**src/turning_motor_move_guard_core_macros.svh**
```systemverilog
// Assertion helpers for the turning motor move guard.
// Each one samples on aclk and is quiet while aresetn is low.
`ifndef TURNING_MOTOR_MOVE_GUARD_CORE_MACROS_SVH
`define TURNING_MOTOR_MOVE_GUARD_CORE_MACROS_SVH

// Condition must hold whenever the antecedent holds, same cycle.
`define TMMG_ASSERT_NOW(lbl, ante, cons, msg) \
    lbl: assert property (@(posedge aclk) disable iff (!aresetn) (ante) |-> (cons)) \
        else $error(msg);

// Condition must hold in the cycle after the antecedent.
`define TMMG_ASSERT_NEXT(lbl, ante, cons, msg) \
    lbl: assert property (@(posedge aclk) disable iff (!aresetn) (ante) |=> (cons)) \
        else $error(msg);

`endif

```
**src/tmmg_pkg.sv**
```systemverilog
package tmmg_pkg;

    // item function codes; codes above FUNC_READ behave as a read
    localparam logic [2:0] FUNC_TICK    = 3'd0;
    localparam logic [2:0] FUNC_START   = 3'd1;
    localparam logic [2:0] FUNC_STOP    = 3'd2;
    localparam logic [2:0] FUNC_SWITCH  = 3'd3;
    localparam logic [2:0] FUNC_CURRENT = 3'd4;
    localparam logic [2:0] FUNC_READ    = 3'd5;

    // start duration modes; the unused code runs unlimited
    localparam logic [1:0] MODE_UNLIMITED = 2'd0;
    localparam logic [1:0] MODE_SHORT     = 2'd1;
    localparam logic [1:0] MODE_CONFIG    = 2'd2;

    // direction codes, two's complement of -1 / 0 / +1
    localparam logic [1:0] DIR_STOP = 2'b00;
    localparam logic [1:0] DIR_RING = 2'b01;
    localparam logic [1:0] DIR_BAD  = 2'b10;
    localparam logic [1:0] DIR_BURY = 2'b11;

    // configuration register indexes
    localparam logic [1:0] REG_CUR_LIMIT = 2'd0;
    localparam logic [1:0] REG_OC_TIME   = 2'd1;
    localparam logic [1:0] REG_STEP      = 2'd2;

    localparam int CFG_W = 24;

    localparam logic [23:0] CUR_LIMIT_MAX   = 24'd10000000;
    localparam logic [23:0] CUR_LIMIT_RESET = 24'd1500000;
    localparam logic [12:0] OC_TIME_MAX     = 13'd5000;
    localparam logic [12:0] OC_TIME_RESET   = 13'd1000;
    localparam logic [19:0] STEP_MIN        = 20'd1;
    localparam logic [19:0] STEP_MAX        = 20'd999000;
    localparam logic [19:0] STEP_RESET      = 20'd1000;
    localparam logic [19:0] SHORT_MOVE_MS   = 20'd100;
    localparam logic [19:0] CNT_MAX         = 20'hFFFFF;
    localparam logic [7:0]  SWITCH_RESET    = 8'hFF;

    localparam int SW_BURY_BIT = 6;
    localparam int SW_RING_BIT = 7;

    typedef struct packed {
        logic [23:0] current_limit;
        logic [12:0] overcurrent_time;
        logic [19:0] step_duration;
    } cfg_t;

    typedef struct packed {
        logic [2:0]         func;
        logic               direction;
        logic [1:0]         duration_mode;
        logic signed [24:0] sample_value;
    } item_t;

    typedef struct packed {
        logic [1:0]  dir_state;
        logic        timed_flag;
        logic [19:0] remain_count;
        logic        exc_active;
        logic [19:0] exc_count;
        logic [7:0]  switch_latch;
    } state_t;

    typedef struct packed {
        logic        stopped_now;
        logic        at_ring_end;
        logic        at_bury_end;
        logic [1:0]  cur_position;
        logic [19:0] exc_time_ms;
        logic [19:0] time_left_ms;
        logic signed [1:0] going_dir;
        logic        drive_ring;
        logic        drive_bury;
    } result_t;

endpackage

```
**src/tmmg_step.sv**
```systemverilog
module tmmg_step
    import tmmg_pkg::*;
(
    input  item_t   item,
    input  state_t  state,
    input  cfg_t    cfg,
    output state_t  state_next,
    output result_t result
);

    logic        stopped;
    logic        halt;
    logic [19:0] remain_dec;
    logic [24:0] mag;
    logic        above;
    logic        lb;
    logic        lr;

    always_comb begin
        state_next = state;
        stopped    = 1'b0;
        halt       = 1'b0;
        remain_dec = state.remain_count - 20'd1;
        mag        = item.sample_value[24] ? (~item.sample_value + 25'd1)
                                           : item.sample_value;
        above      = mag > {1'b0, cfg.current_limit};
        lb         = ~item.sample_value[SW_BURY_BIT];
        lr         = ~item.sample_value[SW_RING_BIT];

        unique case (item.func)
            FUNC_TICK: begin
                if (state.timed_flag && (state.remain_count != 20'd0)) begin
                    state_next.remain_count = remain_dec;
                    if (remain_dec == 20'd0) begin
                        halt    = 1'b1;
                        stopped = 1'b1;
                    end
                end
                if (state.exc_active && (state.exc_count != CNT_MAX)) begin
                    state_next.exc_count = state.exc_count + 20'd1;
                end
            end
            FUNC_START: begin
                unique case (item.duration_mode)
                    MODE_SHORT: begin
                        state_next.timed_flag   = 1'b1;
                        state_next.remain_count = SHORT_MOVE_MS;
                    end
                    MODE_CONFIG: begin
                        state_next.timed_flag   = 1'b1;
                        state_next.remain_count = cfg.step_duration;
                    end
                    default: begin
                        state_next.timed_flag   = 1'b0;
                        state_next.remain_count = 20'd0;
                    end
                endcase
                state_next.dir_state = item.direction ? DIR_RING : DIR_BURY;
            end
            FUNC_STOP: begin
                halt    = 1'b1;
                stopped = 1'b1;
            end
            FUNC_SWITCH: begin
                state_next.switch_latch = item.sample_value[7:0];
                if ((lb && state.dir_state == DIR_BURY) ||
                    (lr && state.dir_state == DIR_RING)) begin
                    halt    = 1'b1;
                    stopped = 1'b1;
                end
            end
            FUNC_CURRENT: begin
                if (!state.exc_active) begin
                    if (above) begin
                        state_next.exc_active = 1'b1;
                        state_next.exc_count  = 20'd0;
                    end
                end else if (above) begin
                    // trip keeps the timer, so later samples trip again
                    if (state.exc_count > {7'd0, cfg.overcurrent_time}) begin
                        halt    = 1'b1;
                        stopped = 1'b1;
                    end
                end else begin
                    state_next.exc_active = 1'b0;
                    state_next.exc_count  = 20'd0;
                end
            end
            default: begin
            end
        endcase

        if (halt) begin
            state_next.dir_state    = DIR_STOP;
            state_next.timed_flag   = 1'b0;
            state_next.remain_count = 20'd0;
        end

        result.drive_bury   = state_next.dir_state == DIR_BURY;
        result.drive_ring   = state_next.dir_state == DIR_RING;
        result.going_dir    = state_next.dir_state;
        result.time_left_ms = state_next.timed_flag ? state_next.remain_count : 20'd0;
        result.exc_time_ms  = state_next.exc_active ? state_next.exc_count : 20'd0;
        result.cur_position = state_next.switch_latch[7:6];
        result.at_bury_end  = ~state_next.switch_latch[SW_BURY_BIT];
        result.at_ring_end  = ~state_next.switch_latch[SW_RING_BIT];
        result.stopped_now  = stopped;
    end

endmodule

```
**src/turning_motor_move_guard_core.sv**
```systemverilog
// An accepted item waits in the input register and its result is registered.
// One item per cycle while the output is not stalled; the input register and
// the result register form a two-stage pipeline, with the state update in stage two.
// Reset (aresetn low at a clock edge): motor stopped, timers cleared, switch
// latch all ones, configuration registers back to their defaults.
`include "turning_motor_move_guard_core_macros.svh"

module turning_motor_move_guard_core
    import tmmg_pkg::*;
(
    input  logic             aclk,
    input  logic             aresetn,

    input  logic             s_tvalid,
    output logic             s_tready,
    // [0] direction, [2:1] duration_mode, [27:3] sample_value, [31:28] zero
    input  logic [31:0]      s_tdata,
    // [2:0] func
    input  logic [2:0]       s_tuser,

    output logic             m_tvalid,
    input  logic             m_tready,
    // [0] drive_bury, [1] drive_ring, [3:2] going_dir, [23:4] time_left_ms,
    // [43:24] exc_time_ms, [45:44] cur_position, [46] at_bury_end,
    // [47] at_ring_end, [48] stopped_now, [55:49] zero
    output logic [55:0]      m_tdata,

    input  logic             cfg_we,
    input  logic [1:0]       cfg_addr,
    input  logic [CFG_W-1:0] cfg_wdata
);

    cfg_t    cfg_reg;
    state_t  state_reg;
    state_t  state_next;
    item_t   item_reg;
    logic    in_valid_reg;
    result_t result_next;
    result_t result_reg;
    logic    out_valid_reg;
    logic    advance;

    // register the item; move it on when the result slot frees up
    assign advance  = in_valid_reg && (!out_valid_reg || m_tready);
    assign s_tready = !in_valid_reg || advance;

    always_ff @(posedge aclk) begin
        if (!aresetn) begin
            in_valid_reg <= 1'b0;
        end else if (s_tready) begin
            in_valid_reg <= s_tvalid;
        end
    end

    always_ff @(posedge aclk) begin
        if (s_tready && s_tvalid) begin
            item_reg.func          <= s_tuser;
            item_reg.direction     <= s_tdata[0];
            item_reg.duration_mode <= s_tdata[2:1];
            item_reg.sample_value  <= s_tdata[27:3];
        end
    end

    tmmg_step u_step (
        .item       (item_reg),
        .state      (state_reg),
        .cfg        (cfg_reg),
        .state_next (state_next),
        .result     (result_next)
    );

    always_ff @(posedge aclk) begin
        if (!aresetn) begin
            state_reg.dir_state    <= DIR_STOP;
            state_reg.timed_flag   <= 1'b0;
            state_reg.remain_count <= 20'd0;
            state_reg.exc_active   <= 1'b0;
            state_reg.exc_count    <= 20'd0;
            state_reg.switch_latch <= SWITCH_RESET;
        end else if (advance) begin
            state_reg <= state_next;
        end
    end

    always_ff @(posedge aclk) begin
        if (!aresetn) begin
            out_valid_reg <= 1'b0;
        end else if (advance) begin
            out_valid_reg <= 1'b1;
        end else if (m_tready) begin
            out_valid_reg <= 1'b0;
        end
    end

    always_ff @(posedge aclk) begin
        if (advance) begin
            result_reg <= result_next;
        end
    end

    assign m_tvalid = out_valid_reg;
    assign m_tdata  = {7'd0, result_reg};

    // clamp every write to the register's range
    always_ff @(posedge aclk) begin
        if (!aresetn) begin
            cfg_reg.current_limit    <= CUR_LIMIT_RESET;
            cfg_reg.overcurrent_time <= OC_TIME_RESET;
            cfg_reg.step_duration    <= STEP_RESET;
        end else if (cfg_we) begin
            unique case (cfg_addr)
                REG_CUR_LIMIT: begin
                    cfg_reg.current_limit <= (cfg_wdata > CUR_LIMIT_MAX) ? CUR_LIMIT_MAX
                                                                         : cfg_wdata;
                end
                REG_OC_TIME: begin
                    cfg_reg.overcurrent_time <= (cfg_wdata > {11'd0, OC_TIME_MAX})
                                                ? OC_TIME_MAX : cfg_wdata[12:0];
                end
                REG_STEP: begin
                    if (cfg_wdata < {4'd0, STEP_MIN}) begin
                        cfg_reg.step_duration <= STEP_MIN;
                    end else if (cfg_wdata > {4'd0, STEP_MAX}) begin
                        cfg_reg.step_duration <= STEP_MAX;
                    end else begin
                        cfg_reg.step_duration <= cfg_wdata[19:0];
                    end
                end
                default: begin
                end
            endcase
        end
    end

    `TMMG_ASSERT_NOW(a_dir_code, 1'b1, state_reg.dir_state != DIR_BAD, "invalid direction code")
    `TMMG_ASSERT_NOW(a_timed_running, state_reg.timed_flag,
        (state_reg.remain_count != 20'd0) && (state_reg.dir_state != DIR_STOP),
        "timed move without time left or direction")
    `TMMG_ASSERT_NOW(a_exc_idle, !state_reg.exc_active, state_reg.exc_count == 20'd0,
        "overcurrent count set while timer idle")
    `TMMG_ASSERT_NEXT(a_stop_item, advance && (item_reg.func == FUNC_STOP),
        m_tvalid && (state_reg.dir_state == DIR_STOP) && m_tdata[48],
        "stop item did not stop the motor")

endmodule

```
**config.mk**
```make
export PLATFORM = sky130hd
export DESIGN_NAME = turning_motor_move_guard_core
export DESIGN_NICKNAME = d
export VERILOG_FILES = /design/src/tmmg_pkg.sv /design/src/tmmg_step.sv /design/src/turning_motor_move_guard_core.sv
export VERILOG_INCLUDE_DIRS = /design/src /design/src/src
export SDC_FILE = /design/constraint.sdc
export NUM_CORES = 1
export LEC_CHECK = 0
export ABC_AREA = 0
export BUFFER_PORTS_ARGS = -buffer_cell sky130_fd_sc_hd__buf_2
export CAP_MARGIN = 20
export CORE_UTILIZATION = 51
export DETAILED_ROUTE_END_ITERATION = 8
export GPL_ROUTABILITY_DRIVEN = 0
export PLACE_DENSITY = 0.71
export SYNTH_ARGS = -nofsm -noshare
export SYNTH_HDL_FRONTEND = slang
export SYNTH_SLANG_ARGS = --single-unit
```
**constraint.sdc**
```tcl
create_clock -name aclk -period 13.01 [get_ports aclk]
set_clock_uncertainty 0.15 [all_clocks]
set_input_delay 1.301 -clock aclk [delete_from_list [all_inputs] [get_ports aclk]]
set_output_delay 1.301 -clock aclk [all_outputs]
set_load 0.01 [all_outputs]
```
==> reports/qor.yml <==
place:
  place_ws_ps: 6740
  io_buffer_count: 112
  dp_hpwl_um: 18700
  placed_cells: 1440
power_and_ir_drop:
  powerDensity_nw_per_um2: 110
  ir_worst_vdd_mv: 0.0989
  p_total_mw: 1.25
  leakagePower_nw: 4.19
route:
  antenna_left: 0
  post_drt_wl_per_cell_um: 17.9
  drt_first_pass_iters: 7
  drt_iter0_markers: 871
  vias: 8937
  totalWireLength_um: 26300
  drc_errors: 0
  avgViaCountPerCell: 6.06
die:
  die_y_um: 143
  io_pins: 124
  rows: 51
  die_w_um: 143
  start_util_pct: 52.1
  core_um2: 19500
  die_area_um2: 20500
global_routing:
  antenna_found_initial: 0
  grt_max_degree: 64
  grt_overflow_total: 0
  grt_pass1_vias: 8053
  grtUsageTotal_pct: 26.0
  grt_pass1_wl_um: 41300
yosys:
  syn_avg_cell_area_um2: 9.07
  synth_cells: 1123
  synth.top_cell.area_share_pct: 23.6
  yosysWarnings: 0
  yosys_most_used_dff: "dfxtp_1"
  synthArstFlopShare_pct: 0
  synth-seq-cells: 185
  yosysTopAreaCell: "edfxtp_1"
  synth_cell_type_count: 80
  synth_commonest_cells: "105 x dfxtp_1, 105 x nand2_1, 89 x nor2_1, 80 x edfxtp_1, 79 x a21oi_1"
  seq_area_frac_synth_pct: 44.2
  synth_edf_count: 80
  synth_area_leaders: "edfxtp_1 24%, dfxtp_1 21%, ha_1 5.4%, a21oi_1 3.9%, nand2_1 3.9%"
  syn_area_um2: 10200
finish:
  fin_util_pct: 58.3
  largest_reg_flops: 57
  area_growth_pct: 11.8
  nNetsFinal: 1306
  final_cells: 1474
  diodes: 0
  layout-drive-gt1-share_pct: 16.5
clocking:
  h-tree-depth: 4
  postCtsResizedCells: 0
  numCtsBuffers: 17
  clk_pin_slew_ps: 70
  clock_latency_ps: 440
  cts_tree: "done"
  cts_setup_buffers: 0
  hold_buffers: 0
  cts_sinks: 185
  ctsRootBufferMaster: "clkbuf_16"
  clock_path_buffers: 2
timing:
  period_needed_ps: 5980
  finalSetupViolations: 0
  setup_tns_ps: 0
  hold_viol: 0
  setup_slack_ps: 7030
  max_freq_ghz: 0.167
  drv_slew: 0
  fin_crit_sh_pct: 45.9
  slew_headroom_pct: 33.0
  tightest_slew_ps: 1000
  grt_setup_unrepaired: "no"
critical_path:
  critPathMaxStageDelay_ps: 680
  required_ps: 13040
  cp_max_fo: 13
  cpMaxStageDelayCell: "or4_1"
  cp_data_arrival_time_ps: 6010
  setup.worst_path.start_class: "register"
  crit_top_cell: "or4_1"
  crit_family: "simple AND/OR/NAND/NOR gates"
  endpoint_kind: "register"
  crit_type: "register to register"
  crit_buf_inv: 1
  crit_chain: "or4_1 > or3_1 > or4_1 > o41ai_1 > xnor2_1 > ha_1 > nand4_1 > nor4_1 > nand3_1 > nor2_1 > nor2b_1 > mux2i_1 > buf_4 > o21bai_1 > a21oi_1"
flow_run:
  maxCapViolations: 0
min_path:
  hp-class: "register to register"
status:
  status: "completed"
-- layout make-up --
class | count | area [um^2]
multi-input cells | 807 | 5110
inverters | 59 | 221
fillers | 1794 | 8140
clock buffers | 19 | 433
clock inverters | 13 | 93.8
well taps | 265 | 332
repair buffers | 126 | 689
flip-flops and latches | 185 | 4500
-- metal layers --
metal / up-vias / track usage, % / wire (um) / part of all wire [%]
met5: - / 0 / 0 / 0
met4: 0 / 9.41 / 649 / 2.5
met3: 52 / 4.33 / 2320 / 8.8
met2: 417 / 40.6 / 11600 / 44
met1: 4137 / 36.2 / 11800 / 45
li1: 4331 / - / - / -
-- cell families (layout without fill, tap and decap cells) --
family	count (synthesis)	count (layout)	synth area share [%]
XOR/XNOR	31	31	2.67
buffers and inverters	137	217	5.84
adder cells (fa/ha/maj)	44	44	5.41
AO/OA/AOI/OAI	318	318	21.5
multiplexers	7	7	0.700
AND/OR/NAND/NOR	400	400	19.6
flip-flops	185	185	44.2
other	1	7	0.0368
-- worst min-delay path, cell delays in order (launching register included) --
cell and delay [ps]:
dfxtp_1 310, nand2_1 50, a21oi_1 50
-- per-stage QoR --
step	hold WS (ps)	area [um^2]
3_3_place_gp	298	10800
5_1_grt	330	11400
2_1_floorplan	281	10200
6_report	312	11400
4_1_cts	311	11400
3_5_place_dp	302	10800
-- power by group --
part           total, mW  leakage (nW)  internal, mW  switching (mW)
sequential         0.641          1.62         0.626          0.0150
clock              0.476         0.260         0.246           0.230
combinational      0.134          2.31        0.0485          0.0855
total               1.25          4.19         0.920           0.330
-- placed cells by master, fill, tap and decap left out, drive strengths merged, types with 5 or more instances in the layout --
cell type / instances
a211oi: 12
a21o: 5
a21oi: 79
a221o: 10
a221oi: 11
a22oi: 19
a31oi: 28
and2: 5
buf: 126
clkbuf: 19
conb: 7
dfxtp: 105
edfxtp: 80
ha: 44
inv: 66
mux2i: 6
nand2: 105
nand2b: 8
nand3: 31
nand3b: 6
nand4: 18
nor2: 89
nor2b: 8
nor3: 58
nor4: 16
o211ai: 7
o21ai: 59
o221a: 5
o22ai: 11
o31ai: 33
o32ai: 5
or2: 6
or3: 19
or4: 10
xnor2: 26
xor2: 5
-- worst paths after layout --
kind | slack, ps | cells past startpoint | startpoint | endpoint
worst min-delay path | 310 | 2 | cfg_reg[17] | cfg_reg[17]
worst max register to register | 7030 | 15 | item_reg[7] | m_tdata[41]
worst max-delay path | 7030 | 15 | item_reg[7] | m_tdata[41]
worst min register to register | 310 | 2 | cfg_reg[17] | cfg_reg[17]
(Power assumes the default switching activity.)
